## config.mk

```make
export PLATFORM = sky130hd
export DESIGN_NAME = rc5_block_cipher
export DESIGN_NICKNAME = d
export VERILOG_FILES = /design/src/rc5_pkg.sv /design/src/rc5_block_cipher.sv /design/src/rc5_alu.sv
export SDC_FILE = /design/constraint.sdc
export NUM_CORES = 2
export LEC_CHECK = 0
export ABC_AREA = 1
export BUFFER_PORTS_ARGS = -buffer_cell sky130_fd_sc_hd__buf_4
export CAP_MARGIN = 30
export CORE_AREA = 2 2 539 273
export CTS_CLUSTER_DIAMETER = 80
export DETAILED_ROUTE_END_ITERATION = 8
export DIE_AREA = 0 0 541 275
export PLACE_DENSITY = 0.74
export SYNTH_ARGS = -nofsm -noshare
export SYNTH_HDL_FRONTEND = slang
export SYNTH_SLANG_ARGS = --single-unit
```

## constraint.sdc

```tcl
create_clock -name clk -period 8.8 [get_ports clk]
set_clock_uncertainty 0.05 [all_clocks]
set_input_delay 0.88 -clock clk [delete_from_list [all_inputs] [get_ports clk]]
set_output_delay 0.88 -clock clk [all_outputs]
set_load 0.005 [all_outputs]
```

## src/rc5_pkg.sv

```systemverilog
// Shared types and constants for the RC5-32 cipher block.
package rc5_pkg;

  localparam int WORD_W      = 32;
  localparam int ROT_W       = 5;
  localparam int CMD_W       = 2;
  localparam int ROUNDS_W    = 4;
  localparam int KEY_WORDS   = 4;
  localparam int KEY_IDX_W   = 2;
  localparam int CFG_INDEX_W = 3;
  localparam int PASS_W      = 2;

  localparam logic [WORD_W-1:0]   RC5_P        = 32'hB7E1_5163;
  localparam logic [WORD_W-1:0]   RC5_Q        = 32'h9E37_79B9;
  localparam logic [ROUNDS_W-1:0] ROUNDS_RESET = 4'd12;
  localparam logic [ROT_W-1:0]    MIX_A_ROT    = 5'd3;
  // three mixing passes over the table: passes 0, 1, 2
  localparam logic [PASS_W-1:0]   LAST_PASS    = 2'd2;

  localparam logic [CFG_INDEX_W-1:0] REG_KEY_WORD_0 = 3'd0;
  localparam logic [CFG_INDEX_W-1:0] REG_KEY_WORD_1 = 3'd1;
  localparam logic [CFG_INDEX_W-1:0] REG_KEY_WORD_2 = 3'd2;
  localparam logic [CFG_INDEX_W-1:0] REG_KEY_WORD_3 = 3'd3;
  localparam logic [CFG_INDEX_W-1:0] REG_ROUNDS     = 3'd4;

  typedef enum logic [CMD_W-1:0] {
    CMD_EXPAND  = 2'd0,
    CMD_ENCRYPT = 2'd1,
    CMD_DECRYPT = 2'd2
  } cmd_t;

  typedef enum logic [2:0] {
    OP_ADD,   // x + s
    OP_SUB,   // x - s
    OP_ENC,   // rotl(x ^ y, y) + s
    OP_DEC,   // rotr(x - s, y) ^ y
    OP_MIX_A, // rotl(s + x + y, 3)
    OP_MIX_B  // rotl(s + x + y, x + y)
  } op_t;

  typedef enum logic [2:0] {
    ST_IDLE,
    ST_SEED,
    ST_MIX_A,
    ST_MIX_B,
    ST_ENC,
    ST_DEC,
    ST_FIN
  } state_t;

endpackage

```

## src/rc5_block_cipher.sv

```systemverilog
// RC5-32 block cipher top level: sequencer, subkey RAM and result register.
//
// One shared half-round unit does all the arithmetic, one half-round (or one
// half of a key-mixing step) per clock, and the subkey table sits in a RAM
// with one write port and one registered read port. An encrypt or decrypt block
// accepts its words and prefetches the first subkey, runs 2r+2 half-rounds and
// then loads the result register. An expand command, with t = 2(r+1), seeds
// the t table entries and then runs 3t mixing steps, each as a MIX_A half
// and a MIX_B half. Command 3 returns zeros. The block accepts a new command
// while a finished result still waits at the output.
module rc5_block_cipher
  import rc5_pkg::*;
#(
  parameter int MAX_ROUNDS = 12
) (
  input  logic                   clk,
  input  logic                   rst,
  // configuration write port
  input  logic                   cfg_wr_en,
  input  logic [CFG_INDEX_W-1:0] cfg_index,
  input  logic [WORD_W-1:0]      cfg_data,
  // input stream
  input  logic                   s_tvalid,
  output logic                   s_tready,
  input  logic [2*WORD_W-1:0]    s_tdata,   // left_in[31:0], right_in[63:32]
  input  logic [CMD_W-1:0]       s_tuser,   // command[1:0]
  // result stream
  output logic                   m_tvalid,
  input  logic                   m_tready,
  output logic [2*WORD_W-1:0]    m_tdata,   // left_out[31:0], right_out[63:32]
  output logic                   m_tuser    // key_ready[0]
);

  localparam int TABLE_DEPTH = 2 * (MAX_ROUNDS + 1);
  localparam int IW          = $clog2(TABLE_DEPTH);

  // configuration registers
  logic [WORD_W-1:0]   key_word [KEY_WORDS];
  logic [ROUNDS_W-1:0] rounds;

  state_t state, state_next;
  logic   table_valid;
  logic   out_valid;
  logic   fin_load;
  logic   accept;
  cmd_t   cmd;

  logic [IW-1:0]        eff_r;
  logic [IW-1:0]        last_idx;
  logic [IW-1:0]        idx;
  logic [IW-1:0]        idx_wrap;
  logic [IW-1:0]        idx_dn;
  logic                 idx_last;
  logic                 first_pair;
  logic                 tgt_b;
  logic [PASS_W-1:0]    pass;
  logic [KEY_IDX_W-1:0] kidx;
  logic                 mix_done;

  logic [WORD_W-1:0] a, b;
  logic [WORD_W-1:0] key_mix [KEY_WORDS];

  // subkey RAM
  logic [WORD_W-1:0] subkeys [TABLE_DEPTH];
  logic [WORD_W-1:0] rd_data;
  logic [IW-1:0]     rd_addr;
  logic              mem_we;
  logic [WORD_W-1:0] wr_data;

  // shared unit
  op_t               alu_op;
  logic [WORD_W-1:0] alu_x, alu_y, alu_s, alu_res;

  logic [WORD_W-1:0] out_left, out_right;
  logic              out_key_ready;

  rc5_alu u_alu (
    .op  (alu_op),
    .x   (alu_x),
    .y   (alu_y),
    .s   (alu_s),
    .res (alu_res)
  );

  // round count clamped to 1..MAX_ROUNDS
  always_comb begin
    priority if (rounds == '0) begin
      eff_r = IW'(1);
    end else if (int'(rounds) > MAX_ROUNDS) begin
      eff_r = IW'(MAX_ROUNDS);
    end else begin
      eff_r = IW'(rounds);
    end
  end

  assign last_idx   = {eff_r[IW-2:0], 1'b1};
  assign idx_last   = (idx == last_idx);
  assign idx_wrap   = idx_last ? '0 : idx + IW'(1);
  assign idx_dn     = (idx == '0) ? '0 : idx - IW'(1);
  assign first_pair = (idx[IW-1:1] == '0);
  assign tgt_b      = idx[0];
  assign mix_done   = idx_last && (pass == LAST_PASS);

  assign cmd      = cmd_t'(s_tuser);
  assign s_tready = (state == ST_IDLE);
  assign accept   = s_tvalid && s_tready;
  assign fin_load = (state == ST_FIN) && (!out_valid || m_tready);

  // next state
  always_comb begin
    state_next = state;
    unique case (state)
      ST_IDLE: begin
        if (s_tvalid) begin
          unique case (cmd)
            CMD_EXPAND:  state_next = ST_SEED;
            CMD_ENCRYPT: state_next = ST_ENC;
            CMD_DECRYPT: state_next = ST_DEC;
            default:     state_next = ST_FIN;
          endcase
        end
      end
      ST_SEED:  if (idx_last) state_next = ST_MIX_A;
      ST_MIX_A: state_next = ST_MIX_B;
      ST_MIX_B: state_next = mix_done ? ST_FIN : ST_MIX_A;
      ST_ENC:   if (idx_last) state_next = ST_FIN;
      ST_DEC:   if (idx == '0) state_next = ST_FIN;
      ST_FIN:   if (!out_valid || m_tready) state_next = ST_IDLE;
      default:  state_next = ST_IDLE;
    endcase
  end

  // datapath controls; read address always runs one step ahead
  always_comb begin
    alu_op  = OP_ADD;
    alu_x   = a;
    alu_y   = b;
    alu_s   = rd_data;
    rd_addr = idx;
    mem_we  = 1'b0;
    wr_data = alu_res;
    unique case (state)
      ST_IDLE: begin
        rd_addr = (cmd == CMD_DECRYPT) ? last_idx : '0;
      end
      ST_SEED: begin
        alu_s   = RC5_Q;
        mem_we  = 1'b1;
        wr_data = a;
        rd_addr = '0;
      end
      ST_MIX_A: begin
        alu_op  = OP_MIX_A;
        mem_we  = 1'b1;
        rd_addr = idx_wrap;
      end
      ST_MIX_B: begin
        alu_op  = OP_MIX_B;
        alu_s   = key_mix[kidx];
        rd_addr = idx_wrap;
      end
      ST_ENC: begin
        alu_op  = first_pair ? OP_ADD : OP_ENC;
        alu_x   = tgt_b ? b : a;
        alu_y   = tgt_b ? a : b;
        rd_addr = idx_wrap;
      end
      ST_DEC: begin
        alu_op  = first_pair ? OP_SUB : OP_DEC;
        alu_x   = tgt_b ? b : a;
        alu_y   = tgt_b ? a : b;
        rd_addr = idx_dn;
      end
      ST_FIN: begin
        rd_addr = '0;
      end
      default: begin
        rd_addr = '0;
      end
    endcase
  end

  always_ff @(posedge clk) begin
    rd_data <= subkeys[rd_addr];
    if (mem_we) begin
      subkeys[idx] <= wr_data;
    end
  end

  // configuration registers
  always_ff @(posedge clk) begin
    if (rst) begin
      for (int k = 0; k < KEY_WORDS; k++) begin
        key_word[k] <= '0;
      end
      rounds <= ROUNDS_RESET;
    end else if (cfg_wr_en) begin
      priority if (cfg_index == REG_ROUNDS) begin
        rounds <= cfg_data[ROUNDS_W-1:0];
      end else if (cfg_index == REG_KEY_WORD_0 || cfg_index == REG_KEY_WORD_1 ||
                   cfg_index == REG_KEY_WORD_2 || cfg_index == REG_KEY_WORD_3) begin
        key_word[cfg_index[KEY_IDX_W-1:0]] <= cfg_data;
      end
    end
  end

  // control state
  always_ff @(posedge clk) begin
    if (rst) begin
      state       <= ST_IDLE;
      table_valid <= 1'b0;
      out_valid   <= 1'b0;
    end else begin
      state <= state_next;
      if (state == ST_MIX_B && mix_done) begin
        table_valid <= 1'b1;
      end
      if (fin_load) begin
        out_valid <= 1'b1;
      end else if (m_tready) begin
        out_valid <= 1'b0;
      end
    end
  end

  // working registers
  always_ff @(posedge clk) begin
    unique case (state)
      ST_IDLE: begin
        if (accept) begin
          unique case (cmd)
            CMD_EXPAND: begin
              a   <= RC5_P;
              b   <= '0;
              idx <= '0;
              for (int k = 0; k < KEY_WORDS; k++) begin
                key_mix[k] <= key_word[k];
              end
            end
            CMD_ENCRYPT: begin
              a   <= s_tdata[WORD_W-1:0];
              b   <= s_tdata[2*WORD_W-1:WORD_W];
              idx <= '0;
            end
            CMD_DECRYPT: begin
              a   <= s_tdata[WORD_W-1:0];
              b   <= s_tdata[2*WORD_W-1:WORD_W];
              idx <= last_idx;
            end
            default: begin
              a <= '0;
              b <= '0;
            end
          endcase
        end
      end
      ST_SEED: begin
        idx <= idx_wrap;
        if (idx_last) begin
          a    <= '0;
          b    <= '0;
          pass <= '0;
          kidx <= '0;
        end else begin
          a <= alu_res;
        end
      end
      ST_MIX_A: begin
        a <= alu_res;
      end
      ST_MIX_B: begin
        key_mix[kidx] <= alu_res;
        kidx          <= kidx + KEY_IDX_W'(1);
        idx           <= idx_wrap;
        if (idx_last) begin
          pass <= pass + PASS_W'(1);
        end
        // expand reports zero words
        if (mix_done) begin
          a <= '0;
          b <= '0;
        end else begin
          b <= alu_res;
        end
      end
      ST_ENC: begin
        if (tgt_b) b <= alu_res;
        else       a <= alu_res;
        idx <= idx_wrap;
      end
      ST_DEC: begin
        if (tgt_b) b <= alu_res;
        else       a <= alu_res;
        idx <= idx_dn;
      end
      ST_FIN: begin
        if (fin_load) begin
          out_left      <= a;
          out_right     <= b;
          out_key_ready <= table_valid;
        end
      end
      default: begin
        idx <= '0;
      end
    endcase
  end

  assign m_tvalid = out_valid;
  assign m_tdata  = {out_right, out_left};
  assign m_tuser  = out_key_ready;

endmodule

```

## src/rc5_alu.sv

```systemverilog
// Shared RC5 half-round unit: add/sub/xor, barrel rotate, add/xor.
module rc5_alu
  import rc5_pkg::*;
(
  input  op_t               op,
  input  logic [WORD_W-1:0] x,
  input  logic [WORD_W-1:0] y,
  input  logic [WORD_W-1:0] s,
  output logic [WORD_W-1:0] res
);

  logic [WORD_W-1:0]   pre;
  logic [ROT_W-1:0]    amt;
  logic [2*WORD_W-1:0] dbl;
  logic [WORD_W-1:0]   rot;

  always_comb begin
    unique case (op)
      OP_ADD: begin
        pre = x + s;
        amt = '0;
      end
      OP_SUB: begin
        pre = x - s;
        amt = '0;
      end
      OP_ENC: begin
        pre = x ^ y;
        amt = y[ROT_W-1:0];
      end
      OP_DEC: begin
        pre = x - s;
        // right rotate expressed as a left rotate by the negated amount
        amt = -y[ROT_W-1:0];
      end
      OP_MIX_A: begin
        pre = s + x + y;
        amt = MIX_A_ROT;
      end
      OP_MIX_B: begin
        pre = s + x + y;
        amt = x[ROT_W-1:0] + y[ROT_W-1:0];
      end
      default: begin
        pre = x;
        amt = '0;
      end
    endcase
  end

  assign dbl = {pre, pre} << amt;
  assign rot = dbl[2*WORD_W-1:WORD_W];

  always_comb begin
    unique case (op)
      OP_ENC:  res = rot + s;
      OP_DEC:  res = rot ^ y;
      default: res = rot;
    endcase
  end

endmodule

```

### Yosys cells after proc, flatten, opt, wreduce, memory -nomap -nowiden

Memory sizes are Yosys's and may differ from the RTL's. A register that Yosys moved wholly into a read port is not among the register bits.
Cells that the tools add are included.

| storage, ports and cells | value |
|---|---|
| bits in registers | 147 |
| bits in writable memories | 1088 |
| bits of input ports | 106 |
| output and inout bits | 67 |
| logic and storage cells | 169 |
| memories kept | 3 |

| cells by class | value |
|---|---|
| add/subtract/negate cells | 10 |
| $lt $le $gt $ge | 1 |
| equal/unequal tests | 30 |
| shift-type cells | 1 |
| mux-type cells | 70 |
| bitwise logic cells | 3 |
| reductions and logical operators | 39 |

Memories:

| name | depth | bits a word | read ports | clocked after Yosys merged registers in | write ports | RTL line | source |
|---|---|---|---|---|---|---|---|
| subkeys | 26 | 32 | 1 | 1 | 1 | rc5_block_cipher.sv:64 | `logic [WORD_W-1:0] subkeys [TABLE_DEPTH];` |
| key_mix | 4 | 32 | 1 | 1 | 4 | rc5_block_cipher.sv:61 | `logic [WORD_W-1:0] key_mix [KEY_WORDS];` |
| key_word | 4 | 32 | 4 | 0 | 4 | rc5_block_cipher.sv:38 | `logic [WORD_W-1:0] key_word [KEY_WORDS];` |

Operators by type and width:

| cell | count |
|---|---|
| $mux 32 | 16 |
| $pmux 32 s4 | 2 |
| $pmux 32 s2 | 3 |
| $pmux 32 s5 | 1 |
| $add 32x32->32 | 3 |
| $reduce_or 32->1 | 2 |
| $shl 64x5->64 | 1 |
| $xor 32x32->32 | 2 |
| $pmux 5 s4 | 2 |
| $sub 32x32->32 | 1 |
| $pmux 3 s7 | 1 |
| $mux 1 | 20 |
| $mux 5 | 4 |
| $eq 3x2->1 const B | 6 |
| $eq 3x3->1 const B | 6 |
| $mux 3 | 6 |
| $pmux 5 s3 | 1 |
| $mux 2 | 7 |
| $ne 2x2->1 const B | 7 |
| $reduce_or 2->1 | 7 |
| $pmux 3 s4 | 1 |
| $pmux 5 s2 | 1 |
| $eq 3x1->1 const B | 3 |
| $logic_not 3->1 | 3 |
| other kinds (29) | 48 |

### Logic depth before layout (Yosys ltp)

| logic depth | value |
|---|---|
| word-level depth | 11 |
| mapped depth | 71 |
| mapped depth without buffers | 69 |

### By module

From an unflattened synthesis, not the netlist that was laid out.

| unflattened totals | value |
|---|---|
| cell total of the unflattened synthesis | 7434 |
| area total of the unflattened synthesis | 66860.4 um^2 |

By module, submodules not included:

| module | instances | cells each | area each (um^2) | seq. area each (um^2) |
|---|---|---|---|---|
| rc5_block_cipher | 1 | 5132 | 54514.8 | 37676.1 |
| rc5_alu | 1 | 2302 | 12345.6 | 0.0 |

### Worst setup path before layout

Ideal clock, no wire load.

| path | value |
|---|---|
| path type | reg-to-reg |
| start | register state[2] |
| end | memory subkeys[0][22], data pin |
| library setup time | 0.408 ns |
| arrival time | 8.834 ns |
| path slack | -0.491 ns |
| stages on the path, launching flop included | 63 |
| path buffers | 3 |
| period minus slack after synthesis | 9.291 ns |
| path through | dfxtp_1 -> inv_4 -> nand2_4 -> nor2_8 -> clkbuf_1 -> clkbuf_1 -> buf_2 -> o221ai_1 -> o21ai_0 -> inv_1 -> ha_1 -> ha_1 -> nor2_1 -> o21ai_1 -> a21oi_1 -> o21ai_0 -> or2_2 -> nand2_1 -> [... 27 more ...] -> nor2_1 -> nor2_1 -> o21bai_1 -> nand3_1 -> nand2_1 -> a21oi_1 -> nor2_1 -> nor2_1 -> o21ai_1 -> nand2_1 -> nand2_1 -> nand2_1 -> nand2_1 -> o21ai_0 -> nand2_1 -> nand2_1 -> nand2_2 -> o21ai_0 |

| on the way | value |
|---|---|
| longest elaborated chain between the ends | 10 |

RTL lines:

| what | RTL line | source |
|---|---|---|
| start: declaration | rc5_block_cipher.sv:41 | `state_t state, state_next;` |
| start signal: assignment | rc5_block_cipher.sv:214 | `state <= state_next;` |
| $eq 3x3->1 | rc5_block_cipher.sv:142 | `unique case (state)` |
| $reduce_or 2->1 (no line) | - |  |
| $mux 32 | - |  |
| $add 32x32->32 | rc5_alu.sv:20, rc5_alu.sv:37, rc5_alu.sv:41 |  |
| $add 32x32->32 | rc5_alu.sv:37, rc5_alu.sv:41 |  |
| $pmux 32 s4 | rc5_alu.sv:18 | `unique case (op)` |
| $shl 64x5->64 | rc5_alu.sv:51 | `assign dbl = {pre, pre} << amt;` |
| $add 32x32->32 / $xor 32x32->32 (equally long branches) | rc5_alu.sv:56, rc5_alu.sv:57 |  |
| $pmux 32 s2 | rc5_alu.sv:55 | `unique case (op)` |
| $mux 32 (*) | rc5_block_cipher.sv:142 |  |
| net wr_data[22] | rc5_block_cipher.sv:68 | `logic [WORD_W-1:0] wr_data;` |
| end: declaration | rc5_block_cipher.sv:64 |  |

The timed path passes the listed nets; every way through them passes the cells marked *.

==> impl_metrics.yaml <==
run_status:
  outcome: "finished with violations"
  violations: "setup timing"
clock_network:
  cts_buffers: 109
  cts_tree: "done"
  clk_latency_ps: 760
  ctsHoldBuffers: 0
  clk_pin_slew_worst_paths_ps: 70
  cts_buffer_depth: 3
  h-tree-depth: 3
  clock_sinks: 1269
  root_buffer: "clkbuf_16"
place:
  place_hpwl_um: 208700
  dpl-instance-area_mm2: 0.07720
  gp_congestion: 1.089
  dpl.cell_count: 9311
  portBuffers: 172
layout:
  layout.nets: 7875
  layout-drive-gt1-share_pct: 32.06
  area_delta_synth_final_pct: 32.85
  fin_cells: 9651
  final_area_mm2: 0.08556
yosys:
  ys.warnings.count: 0
  synth_top_area_cell: "edfxtp_1"
  yosys.area_share.simple_pct: 15.14
  synthDistinctLibCells: 72
  ys.flop_type: "edfxtp_1"
  synth_top_cell_area_share_pct: 57.16
  async_flop_share_pct: 0
  synthCells: 6341
  synth_compound_area_share_pct: 14.10
  synthMuxAreaShare_pct: 2.502
  yosysMostFrequentCell: "edfxtp_1"
  netlist_area_mm2: 0.06440
  synth_edf_count: 1226
  synth.area.top_cells: "edfxtp_1 57%, nand2_1 6.4%, o21ai_0 3.5%"
  syn_nets: 6590
  synth_common_cells: "1226 x edfxtp_1, 1091 x nand2_1, 604 x inv_1"
  synth_top_family_by_area: "simple AND/OR/NAND/NOR gates"
  synthXorXnorAreaFrac_pct: 0.9422
  ys_seq_area_share_pct: 58.50
  synthAdderAreaFrac_pct: 2.813
  ys_ff_latch: 1269
  avgSynthCellArea_um2: 10.16
hold_path:
  hold_end: "b[11]$_DFFE_PP_"
  min_from: "s_tdata[43]"
  hold_path.class: "in2reg"
  holdPathStages: 3
global_routing:
  antenna_found_initial: 13
  grt_pass1_vias: 50920
  grt_usage_pct: 37.46
  grt_pass1_wl_um: 391900
  grt_max_degree: 175
  grt_overflow: 0
worst_setup_path:
  crit_type: "reg2reg"
  startpoint_type: "flop"
  cp.required_ps: 9220
  cpPeakStageDelay_ps: 460
  worstRegToRegCells: 55
  cp_max_fo: 13
  cp_slowest_cell: "nor4_1"
  rrSetupSlack_ps: -500
  cpMostUsedCell: "buf_4"
  cp-end-kind: "flop"
  arrival_ps: 9730
  r2r-end: "subkeys[15][31]$_DFFE_PP_"
timing:
  rsz0062_at_grt: "yes"
  max-slew-margin-rel_pct: 18.87
  drv_slew: 0
  setup_slack_ps: -501.3
  max_freq_mhz: 107.5
  finalSetupViolations: 554
  worst_pin_slew_ps: 1204
  whs_ps: 374.2
  fin_crit_ps: 9301
  finalHoldViolCount: 0
  post-route-period-util_pct: 105.7
drt:
  route.detailed.wl_per_inst_um: 29.97
  remaining_drc_errors: 0
  routed_via_density: 6.024
  drt-pass1-iter-count: 6
  antenna_left: 0
  vias: 58140
  wirelength_um: 289200
  drtIter0Drc: 9663
die:
  die_h_um: 275
  pin_count: 173
  die-area_mm2: 0.1488
  initial_utilization_pct: 44.59
  row_count: 99
  fp.coreArea_mm2: 0.1444
  fp.dieW_um: 541
job:
  maxCapViolCount: 0
## critical path: cells and delay by family, from the launching register on
family	cells	cell delay, ps
flops	1	370
simple gates	21	2950
compound gates	13	2350
xor+xnor	2	300
buf+inv	16	2120
fa+ha+maj	3	840
## sequential cells by signal, summed over array words and instances (netlist names), 4 cells and up, named ones only
name	cells
key_mix	128
rounds	4
b	32
subkeys	832
key_word	128
out_left	32
out_right	32
rd_data	32
idx	5
a	32
## cell families after synthesis
family	Yosys count
flip-flops	1269
XOR/XNOR	65
multiplexers	161
AND/OR/NAND/NOR	2242
buffers and inverters	984
adder cells (fa/ha/maj)	143
AO/OA/AOI/OAI	1477
## routing by layer
metal	GRT usage, %	share of wire [%]	up-vias
met2	45.56	36	4379
met3	16.14	17	439
met5	2.412	0.31	-
met1	59.00	44	28100
li1	-	-	25200
met4	8.103	2.6	20
## layout by cell type, fill, tap and decap left out, types with 33 or more instances in the layout
| master | instances |
|---|---|
| nand2_4 | 35 |
| ha_4 | 53 |
| nor2_2 | 51 |
| nor2_4 | 35 |
| ha_1 | 84 |
| dfxtp_1 | 39 |
| a21oi_2 | 40 |
| nor2_1 | 375 |
| nand2_1 | 985 |
| edfxtp_1 | 1226 |
| buf_12 | 88 |
| nand3_1 | 384 |
| o211ai_1 | 264 |
| nand3_2 | 73 |
| o311ai_0 | 53 |
| xor2_1 | 34 |
| o21ai_0 | 326 |
| o21ai_1 | 137 |
| buf_6 | 43 |
| inv_1 | 551 |
| buf_4 | 1376 |
| a41oi_1 | 33 |
| nand2_2 | 118 |
| o21ai_2 | 81 |
| mux2i_1 | 161 |
| inv_2 | 65 |
| clkbuf_16 | 115 |
| a21oi_1 | 250 |
| or2_2 | 43 |
| a31oi_1 | 73 |
## worst max path at each step
stage | end | slack (ps) | cells after the start | startpoint
final | subkeys[15][31]$_DFFE_PP_ | -500 | 55 | flop
after global routing | subkeys[11][30]$_DFFE_PP_ | -770 | 74 | state[2]$_SDFFE_PP0P_
after floorplan | subkeys[0][18]$_DFFE_PP_ | 60 | 60 | state[2]$_SDFFE_PP0P_
after global placement | key_mix[3][23]$_DFFE_PP_ | -1990 | 59 | state[2]$_SDFFE_PP0P_
after detailed placement | key_mix[3][23]$_DFFE_PP_ | -1850 | 59 | state[2]$_SDFFE_PP0P_
after CTS | subkeys[12][30]$_DFFE_PP_ | -660 | 70 | state[2]$_SDFFE_PP0P_
## what timing repair did
action,4_1_cts,5_1_grt
pin swaps,65,218
gates resized for setup,299,575
hold endpoints to repair,0,0
setup endpoints to repair,890,808
gates cloned,6,7
setup buffers,46,71
## through the flow
step / setup TNS, ps / worst slack, ps / util [%]
4_1_cts: -199390 / -659.2 / 57.18
3_3_place_gp: -1187470 / -1986 / 53.44
5_1_grt: -314600 / -767.6 / 59.23
2_1_floorplan: 0 / 63.78 / -
3_5_place_dp: -1053530 / -1854 / 53.45
6_report: -130800 / -501.3 / 59.24
## cell type report
cell class	instances	area [um2]
clock inverters	64	603.1
inverters	632	2417
clock buffers	143	3048
repair buffers	1520	12830
fillers	12060	58870
multi-input cells	4094	26550
well taps	1919	2401
diodes	10	25.02
flip-flops and latches	1269	37690
Power is left out: the tool's default activity adds up to more than one toggle a clock period on the data nets, which glitch-free logic cannot reach.
